<file path="config.mk">
export PLATFORM = sky130hd
export DESIGN_NAME = imu_packet_deframer_top_flat
export DESIGN_NICKNAME = d
export VERILOG_FILES = /design/src/hdl/ipd_pkg.sv /design/src/hdl/ipd_byte_if.sv /design/src/hdl/ipd_result_if.sv /design/src/hdl/ipd_window.sv /design/src/hdl/ipd_check.sv /design/src/hdl/ipd_result.sv /design/src/hdl/imu_packet_deframer_top.sv /design/src/flat_wrapper.sv
export SDC_FILE = /design/constraint.sdc
export NUM_CORES = 1
export LEC_CHECK = 0
export BUFFER_PORTS_ARGS = -buffer_cell sky130_fd_sc_hd__buf_4
export CAP_MARGIN = 20
export CORE_MARGIN = 1
export CORE_UTILIZATION = 35
export CTS_BUF_LIST = sky130_fd_sc_hd__clkbuf_16
export DETAILED_ROUTE_END_ITERATION = 10
export PLACE_DENSITY = 0.63
export SYNTH_ARGS = -nofsm -noshare
export SYNTH_HDL_FRONTEND = slang
export SYNTH_HIERARCHICAL = 1
export SYNTH_SLANG_ARGS = --single-unit
</file>
<file path="constraint.sdc">
create_clock -name clk -period 14.17 [get_ports clk]
set_input_delay 1.417 -clock clk [delete_from_list [all_inputs] [get_ports clk]]
set_output_delay 1.417 -clock clk [all_outputs]
set_load 0.01 [all_outputs]
</file>
<file path="src/hdl/ipd_pkg.sv">
// ----------------------------------------------------------------------------
// ipd_pkg: shared types and constants of the IMU packet deframer
// Holds the packet framing constants, the byte window type and the
// control bundle that passes between the window and the result stage.
// ----------------------------------------------------------------------------
package ipd_pkg;

    localparam int PACKET_BYTES = 15;
    localparam int FILL_W       = 4;
    localparam int SUM_FIRST    = 2;
    localparam int SUM_LAST     = 13;
    localparam int SUM_TERMS    = SUM_LAST - SUM_FIRST + 1;

    localparam logic [7:0] SYNC_BYTE   = 8'hAA;
    localparam logic [7:0] SECOND_BYTE = 8'h00;

    localparam logic [FILL_W-1:0] FILL_FULL   = FILL_W'(PACKET_BYTES);
    localparam logic [FILL_W-1:0] FILL_LAST   = FILL_W'(PACKET_BYTES - 1);

    // Element 0 is the oldest byte, element PACKET_BYTES-1 the newest.
    typedef logic [PACKET_BYTES-1:0][7:0] window_t;

    // Handshake between the result stage and the window stage.
    typedef struct packed {
        logic consume;   // a matched window moves into the result register
        logic stall;     // a matched window waits on a full result register
    } frame_ctrl_t;

endpackage

</file>
<file path="src/hdl/ipd_byte_if.sv">
// ----------------------------------------------------------------------------
// ipd_byte_if: received byte channel
// One serial byte per transaction, valid/ready handshake.
// ----------------------------------------------------------------------------
interface ipd_byte_if;

    logic       valid;
    logic       ready;
    logic [7:0] rx_byte;

    modport source (output valid, output rx_byte, input ready);
    modport sink (input valid, input rx_byte, output ready);

endinterface

</file>
<file path="src/hdl/ipd_result_if.sv">
// ----------------------------------------------------------------------------
// ipd_result_if: decoded IMU sample channel
// Five raw signed 16-bit fields per transaction, valid/ready handshake.
// ----------------------------------------------------------------------------
interface ipd_result_if;

    logic               valid;
    logic               ready;
    logic signed [15:0] angle_word;
    logic signed [15:0] rate_word;
    logic signed [15:0] accel_x_raw;
    logic signed [15:0] accel_y_raw;
    logic signed [15:0] accel_z_raw;

    modport source (
        output valid, output angle_word, output rate_word,
        output accel_x_raw, output accel_y_raw, output accel_z_raw,
        input ready
    );
    modport sink (
        input valid, input angle_word, input rate_word,
        input accel_x_raw, input accel_y_raw, input accel_z_raw,
        output ready
    );

endinterface

</file>
<file path="src/hdl/ipd_window.sv">
// ----------------------------------------------------------------------------
// ipd_window: byte window and fill tracking
// Shifts accepted bytes into the window, counts bytes since reset or since
// the last packet and flags a full window for a check, kept during a stall.
// ----------------------------------------------------------------------------
module ipd_window (
    input  logic                 clk,
    input  logic                 rst_n,
    input  logic                 accept,
    input  logic [7:0]           rx_byte,
    input  ipd_pkg::frame_ctrl_t ctrl,
    output ipd_pkg::window_t     window,
    output logic                 cand
);
    import ipd_pkg::*;

    window_t           window_reg;
    window_t           window_next;
    logic [FILL_W-1:0] fill_reg;
    logic [FILL_W-1:0] fill_next;
    logic              cand_reg;
    logic              cand_next;
    logic [FILL_W-1:0] fill_eff;

    // A packet leaving for the result register restarts the count.
    assign fill_eff = ctrl.consume ? '0 : fill_reg;

    always_comb
    begin
        window_next = window_reg;
        fill_next   = fill_eff;
        cand_next   = ctrl.stall;
        if (accept)
        begin
            window_next = {rx_byte, window_reg[PACKET_BYTES-1:1]};
            fill_next   = (fill_eff == FILL_FULL) ? FILL_FULL : fill_eff + FILL_W'(1);
            cand_next   = (fill_eff == FILL_LAST) || (fill_eff == FILL_FULL);
        end
    end

    always_ff @(posedge clk)
    begin
        window_reg <= window_next;
    end

    always_ff @(posedge clk or negedge rst_n)
    begin
        if (!rst_n)
        begin
            fill_reg <= '0;
            cand_reg <= 1'b0;
        end
        else
        begin
            fill_reg <= fill_next;
            cand_reg <= cand_next;
        end
    end

    assign window = window_reg;
    assign cand   = cand_reg;

endmodule

</file>
<file path="src/hdl/ipd_check.sv">
// ----------------------------------------------------------------------------
// ipd_check: packet recognizer
// Compares the header bytes and the 8-bit sum of the payload bytes
// against the checksum byte of a full window.
// ----------------------------------------------------------------------------
module ipd_check (
    input  ipd_pkg::window_t window,
    input  logic             cand,
    output logic             match
);
    import ipd_pkg::*;

    logic [7:0] sum_l1 [SUM_TERMS/2];
    logic [7:0] sum_l2 [SUM_TERMS/4];
    logic [7:0] sum_total;
    logic       header_ok;

    // Add the twelve payload bytes as a tree: pairs, then groups of four.
    always_comb
    begin
        for (int i = 0; i < SUM_TERMS / 2; i++)
        begin
            sum_l1[i] = window[SUM_FIRST + 2 * i] + window[SUM_FIRST + 2 * i + 1];
        end
        for (int i = 0; i < SUM_TERMS / 4; i++)
        begin
            sum_l2[i] = sum_l1[2 * i] + sum_l1[2 * i + 1];
        end
    end

    assign sum_total = sum_l2[0] + sum_l2[1] + sum_l2[2];
    assign header_ok = (window[0] == SYNC_BYTE) && (window[1] == SECOND_BYTE);
    assign match     = cand && header_ok && (sum_total == window[PACKET_BYTES-1]);

endmodule

</file>
<file path="src/hdl/ipd_result.sv">
// ----------------------------------------------------------------------------
// ipd_result: result register
// Unpacks the little-endian fields of a matched window and holds them
// until the downstream side takes the transaction.
// ----------------------------------------------------------------------------
module ipd_result (
    input  logic                 clk,
    input  logic                 rst_n,
    input  ipd_pkg::window_t     window,
    input  logic                 match,
    output ipd_pkg::frame_ctrl_t ctrl,
    ipd_result_if.source         imu
);
    import ipd_pkg::*;

    logic               valid_reg;
    logic               valid_next;
    logic signed [15:0] angle_reg;
    logic signed [15:0] rate_reg;
    logic signed [15:0] accel_x_reg;
    logic signed [15:0] accel_y_reg;
    logic signed [15:0] accel_z_reg;
    logic               slot_free;

    assign slot_free    = !valid_reg || imu.ready;
    assign ctrl.consume = match && slot_free;
    assign ctrl.stall   = match && !slot_free;

    always_comb
    begin
        valid_next = valid_reg;
        if (ctrl.consume)
        begin
            valid_next = 1'b1;
        end
        else if (imu.ready)
        begin
            valid_next = 1'b0;
        end
    end

    always_ff @(posedge clk or negedge rst_n)
    begin
        if (!rst_n)
        begin
            valid_reg <= 1'b0;
        end
        else
        begin
            valid_reg <= valid_next;
        end
    end

    // Load the payload only with a new packet.
    always_ff @(posedge clk)
    begin
        if (ctrl.consume)
        begin
            angle_reg   <= {window[4], window[3]};
            rate_reg    <= {window[6], window[5]};
            accel_x_reg <= {window[8], window[7]};
            accel_y_reg <= {window[10], window[9]};
            accel_z_reg <= {window[12], window[11]};
        end
    end

    assign imu.valid       = valid_reg;
    assign imu.angle_word  = angle_reg;
    assign imu.rate_word   = rate_reg;
    assign imu.accel_x_raw = accel_x_reg;
    assign imu.accel_y_raw = accel_y_reg;
    assign imu.accel_z_raw = accel_z_reg;

endmodule

</file>
<file path="src/hdl/imu_packet_deframer_top.sv">
// ----------------------------------------------------------------------------
// imu_packet_deframer_top: serial IMU packet deframer
// Finds 15-byte sum-checked packets in a byte stream and emits raw samples.
// ----------------------------------------------------------------------------
// The block takes one received byte per transaction on rx and can accept a
// byte in every clock cycle. It keeps the last 15 bytes; once 15 bytes have
// arrived since reset or since the last packet, each new window is checked:
// byte 0 must be 0xAA, byte 1 must be 0x00 and the 8-bit sum of bytes 2 to
// 13 must equal byte 14. A match passes from the window register into the
// result register and produces one transaction on imu, carrying angle,
// rate and the three acceleration values as raw signed little-endian
// 16-bit numbers (hundredths and thousandths, no scaling). After a match
// the count restarts, so the next packet needs 15 fresh bytes. The result
// register decouples the two sides: rx stalls only while a matched packet
// waits behind an untaken result.
// ----------------------------------------------------------------------------
module imu_packet_deframer_top (
    input  logic         clk,
    input  logic         rst_n,
    ipd_byte_if.sink     rx,
    ipd_result_if.source imu
);
    import ipd_pkg::*;

    window_t     window;
    logic        cand;
    logic        match;
    logic        accept;
    frame_ctrl_t ctrl;

    // Hold rx only while a found packet cannot move into the result register.
    assign rx.ready = !ctrl.stall;
    assign accept   = rx.valid && rx.ready;

    // Shift the byte in and advance the fill count.
    ipd_window u_window (
        .clk     (clk),
        .rst_n   (rst_n),
        .accept  (accept),
        .rx_byte (rx.rx_byte),
        .ctrl    (ctrl),
        .window  (window),
        .cand    (cand)
    );

    // Check header and checksum of the registered window.
    ipd_check u_check (
        .window (window),
        .cand   (cand),
        .match  (match)
    );

    // Unpack the fields and hold the transaction for downstream.
    ipd_result u_result (
        .clk    (clk),
        .rst_n  (rst_n),
        .window (window),
        .match  (match),
        .ctrl   (ctrl),
        .imu    (imu)
    );

endmodule

</file>
<file path="src/flat_wrapper.sv">
// flat-port wrapper written by rule: the top's interface ports become plain ports
module imu_packet_deframer_top_flat import ipd_pkg::*;
  (clk, rst_n, rx_valid, rx_rx_byte, rx_ready, imu_valid, imu_angle_word, imu_rate_word, imu_accel_x_raw, imu_accel_y_raw, imu_accel_z_raw, imu_ready);
  ipd_byte_if rx_i ();
  ipd_result_if imu_i ();
  input  logic clk;
  input  logic rst_n;
  input wire logic [$bits(rx_i.valid)-1:0] rx_valid;
  input wire logic [$bits(rx_i.rx_byte)-1:0] rx_rx_byte;
  output wire logic [$bits(rx_i.ready)-1:0] rx_ready;
  output wire logic [$bits(imu_i.valid)-1:0] imu_valid;
  output wire logic [$bits(imu_i.angle_word)-1:0] imu_angle_word;
  output wire logic [$bits(imu_i.rate_word)-1:0] imu_rate_word;
  output wire logic [$bits(imu_i.accel_x_raw)-1:0] imu_accel_x_raw;
  output wire logic [$bits(imu_i.accel_y_raw)-1:0] imu_accel_y_raw;
  output wire logic [$bits(imu_i.accel_z_raw)-1:0] imu_accel_z_raw;
  input wire logic [$bits(imu_i.ready)-1:0] imu_ready;
  assign rx_i.valid = rx_valid;
  assign rx_i.rx_byte = rx_rx_byte;
  assign rx_ready = rx_i.ready;
  assign imu_valid = imu_i.valid;
  assign imu_angle_word = imu_i.angle_word;
  assign imu_rate_word = imu_i.rate_word;
  assign imu_accel_x_raw = imu_i.accel_x_raw;
  assign imu_accel_y_raw = imu_i.accel_y_raw;
  assign imu_accel_z_raw = imu_i.accel_z_raw;
  assign imu_i.ready = imu_ready;
  imu_packet_deframer_top u_core (.clk(clk), .rst_n(rst_n), .rx(rx_i), .imu(imu_i));
endmodule
</file>
# [Word level (Yosys, flattened, before mapping)]
# Index checks and enable logic that the tools add are counted.
[classes] add_sub_neg=12 n_reduce_logical=13 n_mux=6 eq_ne=4
[op_table] op="8-bit adder" n=11
[op_table] op="4-bit 2-to-1 mux" n=3
[op_table] op="4-bit equality test (second input constant)" n=2
[op_table] op="8-bit equality test" n=1
[op_table] op="8-bit equality test (second input constant)" n=1
[op_table] op="8-bit logical NOT" n=1
[op_table] op="1-bit logical AND" n=6
[op_table] op="4-bit by 1-bit adder with 4-bit output (second input constant)" n=1
[op_table] op="1-bit logical NOT" n=3
[op_table] op="1-bit 2-to-1 mux" n=3
[op_table] op="1-bit logical OR" n=2
[op_table] op="2-bit nonzero test" n=1
[totals] reg_bits=206 output_inout_bits=82 word_cells=58 input_bits=12

# [Logic depth before layout (Yosys ltp)]
# Gate-level depths: netlist of run 1.
[depth] depth_word=11 mapped_depth=24 mapped_depth_nobuf=23

# [Cells and area by module]
# Netlist of run 1, hierarchy kept.
[modules_own_cells] mod="ipd_window" n_inst=1 seq_area_each_um2=3728.6 area_each_um2=3844.9 cells_per_inst=142
[modules_own_cells] mod="ipd_result" n_inst=1 seq_area_each_um2=2427.3 area_each_um2=2468.6 cells_per_inst=87
[modules_own_cells] mod="ipd_check" n_inst=1 seq_area_each_um2=0.0 area_each_um2=2021.9 cells_per_inst=183
[modules_own_cells] mod="imu_packet_deframer_top" n_inst=1 seq_area_each_um2=0.0 area_each_um2=10.0 cells_per_inst=2

# [Worst setup path after synthesis of run 1]
# OpenSTA, ideal clock, no wires.
[synth_timing] kind="flip-flop to flip-flop" from="register u_core.u_window.window_reg, in the netlist u_core/u_window/window[20]" to="register u_core.u_window.cand_reg, in the netlist u_core/u_window/cand" path_stages_with_launch=20 setup_slack_ns=3.636 arrival_ns=10.409 required_time_ns=14.045 path_buffers=1 setup_ns=0.125 synth_period_minus_slack_ns=10.534 cell_sequence="edfxtp_1 > fa_1 > inv_1 > fa_1 > fa_1 > fa_1 > fa_1 > inv_1 > ha_1 > a21oi_1 > nand2_1 > a21o_1 > a21oi_4 > xnor2_1 > nor4_1 > inv_1 > nor2_1 > nor2b_1 > buf_6 > mux2_2"
[synth_lines] element="from (decl)" line_no="ipd_window.sv:17" rtl="window_t window_reg;"
[synth_lines] element="from (signal assigned)" line_no="ipd_window.sv:43" rtl="window_reg <= window_next;"
[synth_lines] element="to (signal assigned)" line_no="ipd_window.sv:56" rtl="cand_reg <= cand_next;"
[synth_lines] element="to (decl)" line_no="ipd_window.sv:21" rtl="logic cand_reg;"

==> flow_metrics.env, run 1 <==
export IMPL_status="finished, final reports clean"
export IMPL_yosys_cell_count_top_type="edfxtp_1"
export IMPL_seqPwrFrac_pct=36.9
export IMPL_core_area_sq_um=23400
export IMPL_p_leak_uw=0.003877
export IMPL_wl_met1_microns=6092
export IMPL_synthCells=414
export IMPL_grt_start_max_net_pins=86
export IMPL_async_flop_share_pct=2.913
export IMPL_drt_total_wl_microns=13700
export IMPL_final_area_sq_um=10270
export IMPL_stdcell_count=868
export IMPL_wl_met3_microns=947
export IMPL_diodes=0
export IMPL_maxUsedRoutingLayer="met4"
export IMPL_synthXorXnorAreaFrac_pct=3.523
export IMPL_cts_root_buffer="clkbuf_16"
export IMPL_nets=619
export IMPL_syn_nets=499
export IMPL_holdWs_ps=457.7
export IMPL_setup_violations=0
export IMPL_route_vias_total=3733
export IMPL_synth_seq_cells=206
export IMPL_wl_per_cell_microns=15.78
export IMPL_r2r_start="u_core/u_window/window[65]$_DFFE_PP_"
export IMPL_p_sw_uw=542.7
export IMPL_critical_path_class="reg2out"
export IMPL_synth_area_leaders="edfxtp_1 72%, fa_1 15%, inv_1 2.8%"
export IMPL_crit_chain="fa_1 -> inv_1 -> fa_1 -> fa_1 -> inv_1 -> fa_1 -> inv_1 -> fa_1 -> inv_1 -> ha_1 -> inv_1 -> fa_1 -> xor2_1 -> nand3_1 -> nor4_1 -> nand3_1 -> nor4_1 -> inv_1 -> nor2_1 -> inv_1 -> buf_4"
export IMPL_postPlaceCellArea_sq_um=9447
export IMPL_hold_viol_final=0
export IMPL_synth_top_family_by_area="adder cells"
export IMPL_synth_cell_types=30
export IMPL_hpwl_microns=9286
export IMPL_arrival_ps=6190
export IMPL_yosysWarnings=6
export IMPL_cts_num_sinks=206
export IMPL_required_ps=12750
export IMPL_synth_top_area_share_pct=71.96
export IMPL_final_layout_size_suffix_gt1_share_pct=24.77
export IMPL_synthTopCellsByCount="200 x edfxtp_1, 63 x fa_1, 63 x inv_1"
export IMPL_avgSynthCellArea_sq_um=20.16
export IMPL_yosys_area_share_adder_pct=16.61
export IMPL_numCtsBuffers=24
export IMPL_synth_simple_gate_area_share_pct=1.844
export IMPL_clk_pin_slew_ps=60
export IMPL_r2r_end="u_core/u_window/window[90]$_DFFE_PP_"
export IMPL_first_pass_iters=4
export IMPL_power_frac_comb_pct=31.5
export IMPL_synth_mux_area_share_pct=0.3148
export IMPL_grt_first_pass_wirelength_microns=22170
export IMPL_grt_usage_pct=11.80
export IMPL_place_gp_congestion=0.7434
export IMPL_worstHoldPathCells=0
export IMPL_tightestPinTransition_ps=1036
export IMPL_start_util_pct=35.66
export IMPL_fin_tns_setup_ps=0
export IMPL_dieHeight_microns=156.4
export IMPL_place_inst=826
export IMPL_syn_area_sq_um=8346
export IMPL_grt_antenna_before_repair=0
export IMPL_pwr_density_cell_nw_per_um2=188.0
export IMPL_ys_seq_area_share_pct=73.76
export IMPL_worst_clock_skew_ps=15.11
export IMPL_drt_iter0_drc=185
export IMPL_cts_hold_buf=0
export IMPL_wl_met2_microns=6338
export IMPL_slew_headroom_pct=30.96
export IMPL_max_stage_delay_ps=620
export IMPL_h_tree_depth=1
export IMPL_fmax_mhz=131.4
export IMPL_cp_end_kind="primary output"
export IMPL_syn2layout_area_growth_pct=23.03
export IMPL_dieArea_sq_um=24470
export IMPL_crit_path_max_fanout=3
export IMPL_insertion_delay_ps=510
export IMPL_intPower_uw=1388
export IMPL_postCtsSetupBuffers=0
export IMPL_hold_end="u_core/u_window/window[5]$_DFFE_PP_"
export IMPL_die_w_microns=156.4
export IMPL_slew_violations=0
export IMPL_final_util_pct=43.87
export IMPL_synth_compound_area_share_pct=0.8846
export IMPL_hp_start="u_core/u_window/window[13]$_DFFE_PP_"
export IMPL_yosys_area_top_type="edfxtp_1"
export IMPL_start_kind="flip-flop"
export IMPL_fin_crit_ps=7609
export IMPL_hold_path_class="reg2reg"
export IMPL_period_share_pct=53.70
export IMPL_clkPwrFrac_pct=31.6
export IMPL_synth_top_flop_cell="edfxtp_1"
export IMPL_grt_ovfl_total=0
export IMPL_largest_register_ffs=120
export IMPL_ctsResizeCount=0
export IMPL_rows=56
export IMPL_drv_cap=0
export IMPL_ir_drop_v=0.0001609
export IMPL_io_pins=94
export IMPL_antenna_left=0
export IMPL_slowest_stage="nor4_1"
export IMPL_rsz0062_at_grt="no"
export IMPL_viasPerCell=4.301
export IMPL_synth_edff_count=200
export IMPL_cpMostUsedCell="inv_1"
export IMPL_swShare_pct=28.11
export IMPL_r2r_cells=22
export IMPL_drc=0
export IMPL_portBuffers=93
export IMPL_regToRegSetupSlack_ps=7310
export IMPL_grt_pass1_vias=4047
export IMPL_clockBufferDepth=3
export IMPL_tritoncts="yes"
==> area by class of cell <==
cell class	instances	area [sq um]
clock inverter	17	192.7
sequential	206	6156
inverter	63	236.5
fill	2054	13140
tap	319	399.1
multi-input combinational	143	1942
clock buffer	24	600.6
timing repair buffer	96	740.7
==> worst max-delay path, delay by kind of cell, from the launching register on <==
| family | cells | cell delay, ps |
|---|---|---|
| xor+xnor | 1 | 150 |
| fa+ha+maj | 7 | 3080 |
| buf+inv | 8 | 670 |
| flops | 1 | 440 |
| simple gates | 5 | 1360 |
==> metrics by stage <==
step / total power, uW / worst slack [ps]
after floorplan: 1244 / 3636
after global placement: 1333 / 7159
after detailed placement: 1346 / 7070
after CTS: 1970 / 6496
after global routing: 2062 / 6113
final: 1930 / 6561
==> kinds of logic (layout without fill, tap and decap cells) <==
| logic type | after synthesis | in the layout |
|---|---|---|
| DFF | 206 | 206 |
| and+or+nand+nor | 26 | 26 |
| muxes | 2 | 2 |
| AOI/OAI and AO/OA | 10 | 10 |
| xor gates and xnor gates | 32 | 32 |
| buffers and inverters | 65 | 200 |
| adders and majority gates | 73 | 73 |
==> worst max-delay path by stage <==
stage,startpoint,endpoint,slack (ps),cells past startpoint
after floorplan,u_core/u_window/window[20]$_DFFE_PP_,u_core/u_window/cand$_DFF_PN0_,3640,19
after global placement,u_core/u_window/window[66]$_DFFE_PP_,rx_ready,7160,19
after detailed placement,u_core/u_window/window[65]$_DFFE_PP_,rx_ready,7070,21
after CTS,u_core/u_window/window[65]$_DFFE_PP_,rx_ready,6500,21
after global routing,u_core/u_window/window[65]$_DFFE_PP_,rx_ready,6110,21
final,u_core/u_window/window[65]$_DFFE_PP_,rx_ready,6560,21
==> layout by cell type, fill, tap and decap left out, types with 2 or more instances in the layout <==
cell,instances
edfxtp_1,200
buf_4,95
inv_1,68
fa_1,63
xnor2_1,26
clkbuf_16,24
ha_1,10
nand3_1,6
dfrtp_1,6
xor2_1,5
nand2_1,5
bufinv_16,4
a21oi_1,4
clkinv_1,3
nor4_1,3
nor2_1,3
clkinv_2,2
a21o_1,2
nor3_1,2
==> power groups by stage <==
stage	combinational (uW)	sequential, uW	clock, uW
finish	608	713	609
global placement	608	725	0
floorplan	524	721	0
CTS	625	714	631
global route	693	716	652
detailed placement	620	726	0
==> per-layer routing <==
| metal | track usage (%) | up-vias |
|---|---|---|
| li1 | - | 1683 |
| met1 | 16.22 | 1918 |
| met2 | 18.30 | 103 |
| met3 | 3.628 | 29 |
| met4 | 2.894 | 0 |
| met5 | 0 | - |
Note: power is estimated with default switching activity, not from simulation.
==> run 2, diff against run 1 <==
ABC_AREA = 1   (was default)
clock period = 7.9 ns   (was 14.17 ns; I/O delays follow)
==> flow_metrics.env, run 2 <==
export IMPL_syn_area_sq_um=8487
export IMPL_viasPerCell=4.298
export IMPL_insertion_delay_ps=500
export IMPL_arrival_ps=5720
export IMPL_clk_pin_slew_ps=60
export IMPL_nets=675
export IMPL_slew_violations=0
export IMPL_wl_per_cell_microns=15.34
export IMPL_final_util_pct=43.91
export IMPL_antenna_left=0
export IMPL_numCtsBuffers=22
export IMPL_io_pins=94
export IMPL_dp_slack_ps=1871
export IMPL_synthCells=471
export IMPL_diodes=0
export IMPL_dieArea_sq_um=24880
export IMPL_p_total_uw=3353
export IMPL_tightestPinTransition_ps=682.2
export IMPL_fmax_mhz=153.6
export IMPL_async_flop_share_pct=2.913
export IMPL_fin_ws_ps=1391
export IMPL_dieHeight_microns=157.7
export IMPL_period_share_pct=82.39
export IMPL_status="finished, final reports clean"
export IMPL_r2r_start="u_core/u_window/window[50]$_DFFE_PP_"
export IMPL_worst_clock_skew_ps=10.73
export IMPL_start_util_pct=35.94
export IMPL_core_area_sq_um=23610
export IMPL_die_w_microns=157.7
export IMPL_cts_num_sinks=206
export IMPL_ctsResizeCount=0
export IMPL_rsz0062_at_grt="no"
export IMPL_grt_pass1_vias=4288
export IMPL_final_common_cell="edfxtp_1"
export IMPL_h_tree_depth=1
export IMPL_cts_hold_buf=0
export IMPL_grt_start_max_net_pins=126
export IMPL_fin_crit_ps=6509
export IMPL_ir_drop_v=0.0002203
export IMPL_place_gp_congestion=0.7718
export IMPL_final_layout_size_suffix_gt1_share_pct=23.43
export IMPL_holdWs_ps=88.83
export IMPL_p_leak_uw=0.004066
export IMPL_hold_viol_final=0
export IMPL_grt_ovfl_total=0
export IMPL_clockBufferDepth=3
export IMPL_fin_tns_setup_ps=0
export IMPL_crit_start="u_core/u_window/window[50]$_DFFE_PP_"
export IMPL_yosys_area_top_type="edfxtp_1"
export IMPL_start_kind="flip-flop"
export IMPL_synth_top_area_share_pct=70.77
export IMPL_yosys_cell_count_top_type="edfxtp_1"
export IMPL_first_pass_iters=4
export IMPL_largest_register_ffs=120
export IMPL_grt_antenna_before_repair=0
export IMPL_rows=56
export IMPL_required_ps=7110
export IMPL_tritoncts="yes"
export IMPL_portBuffers=93
export IMPL_synth_edff_count=200
export IMPL_cp_end_kind="primary output"
export IMPL_critical_path_class="reg2out"
export IMPL_drt_iter0_drc=207
export IMPL_crit_path_max_fanout=3
export IMPL_drt_total_wl_microns=14190
export IMPL_synth_seq_cells=206
export IMPL_avgSynthCellArea_sq_um=18.02
export IMPL_syn_nets=556
export IMPL_yosysWarnings=6
export IMPL_route_vias_total=3976
export IMPL_hpwl_microns=9814
export IMPL_grt_usage_pct=12.34
export IMPL_synthTopCellsByCount="200 x edfxtp_1, 84 x inv_1, 63 x fa_1"
export IMPL_syn2layout_area_growth_pct=22.16
export IMPL_final_cell_mix="200 x edfxtp_1, 95 x buf_4, 90 x inv_1, 63 x fa_1, 36 x nand2_1"
export IMPL_slew_headroom_pct=54.52
export IMPL_drv_cap=0
export IMPL_drc=0
export IMPL_synth_area_leaders="edfxtp_1 71%, fa_1 15%, inv_1 3.7%"
export IMPL_grt_first_pass_wirelength_microns=23380
export IMPL_synth_top_flop_cell="edfxtp_1"
export IMPL_setup_violations=0
export IMPL_hold_path_class="in2async"
export IMPL_cts_root_buffer="clkbuf_16"
export IMPL_postCtsSetupBuffers=0
export IMPL_ys_seq_area_share_pct=72.53
export IMPL_synth_cell_types=29
export IMPL_pwr_density_cell_nw_per_um2=323.4
## run 2: cell count changes in the layout (fill, tap and decap cells not counted), sizes merged, moves of 2 or more
cell	before	now
nand3	6	8
nand2	5	39
xnor2	26	10
inv	68	91
xor2	5	10
nor2	3	16
o21ai	0	5
nor2b	2	0
a21oi	5	8
mux2	2	0
nor3	2	0
nand4	0	2
## run 2: final timing paths
path                                                         endpoint  slack, ps  cells past startpoint
worst max-delay path                                         rx_ready       1390                     21
worst min-delay path            u_core/u_result/imu.valid$_DFFE_PN0P_         90                      1
worst max register to register  u_core/u_window/fill_reg[1]$_DFF_PN0_       1910                     25
worst min register to register  u_core/u_window/window[105]$_DFFE_PP_        450                      0
max in group asynchronous       u_core/u_window/fill_reg[1]$_DFF_PN0_       7700                      1
min in group clk                u_core/u_window/window[105]$_DFFE_PP_        450                      0
## run 2: routing by layer
layer / share of wire (%) / up-vias / GRT usage [%]
li1: - / 1837 / -
met1: 44 / 2004 / 16.74
met2: 49 / 108 / 20.24
met3: 4.8 / 27 / 2.272
met4: 2.4 / 0 / 3.606
met5: 0 / - / 0
## run 2: cell type report
cell class	instances	area [sq um]
clock inverter	17	163.9
tap	319	399.1
timing repair buffer	96	733.2
clock buffer	23	575.6
sequential	206	6156
inverter	85	319.1
fill	2104	13250
multi-input combinational	179	2021
## run 2: per-stage QoR
step	cell area, sq um	cells
global route	10370	925
CTS	10370	925
floorplan	8496	471
detailed placement	9628	885
finish	10370	925
global placement	9628	885
## run 2: power breakdown
group | switching [uW] | internal, uW | total [uW]
clock network | 404 | 625 | 1030
logic | 578 | 469 | 1050
registers | 33.5 | 1240 | 1280
total | 1020 | 2340 | 3350
## run 2: worst max-delay path, stage by stage, from the launching register on
cell      delay, ps
edfxtp_1        470
fa_1            550
inv_1            60
fa_1            560
fa_1            440
fa_1            520
fa_1            410
inv_1            70
ha_1            170
inv_1            70
fa_1            560
o211a_1         160
o21ai_0          70
a21oi_1         130
nand3_1         110
nor3b_2         160
nand2_1          80
nor2_2           90
inv_1           100
nor2_2          220
inv_1            80
buf_4           150
## run 2: kinds of logic after synthesis
kind of cell               after synthesis  share of synthesized area (%)
DFF                                    206                          72.53
buffers and inverters                   86                          3.848
adders and majority gates               73                          16.33
and+or+nand+nor                         70                          3.951
xor gates and xnor gates                20                          2.152
AOI/OAI and AO/OA                       16                          1.179
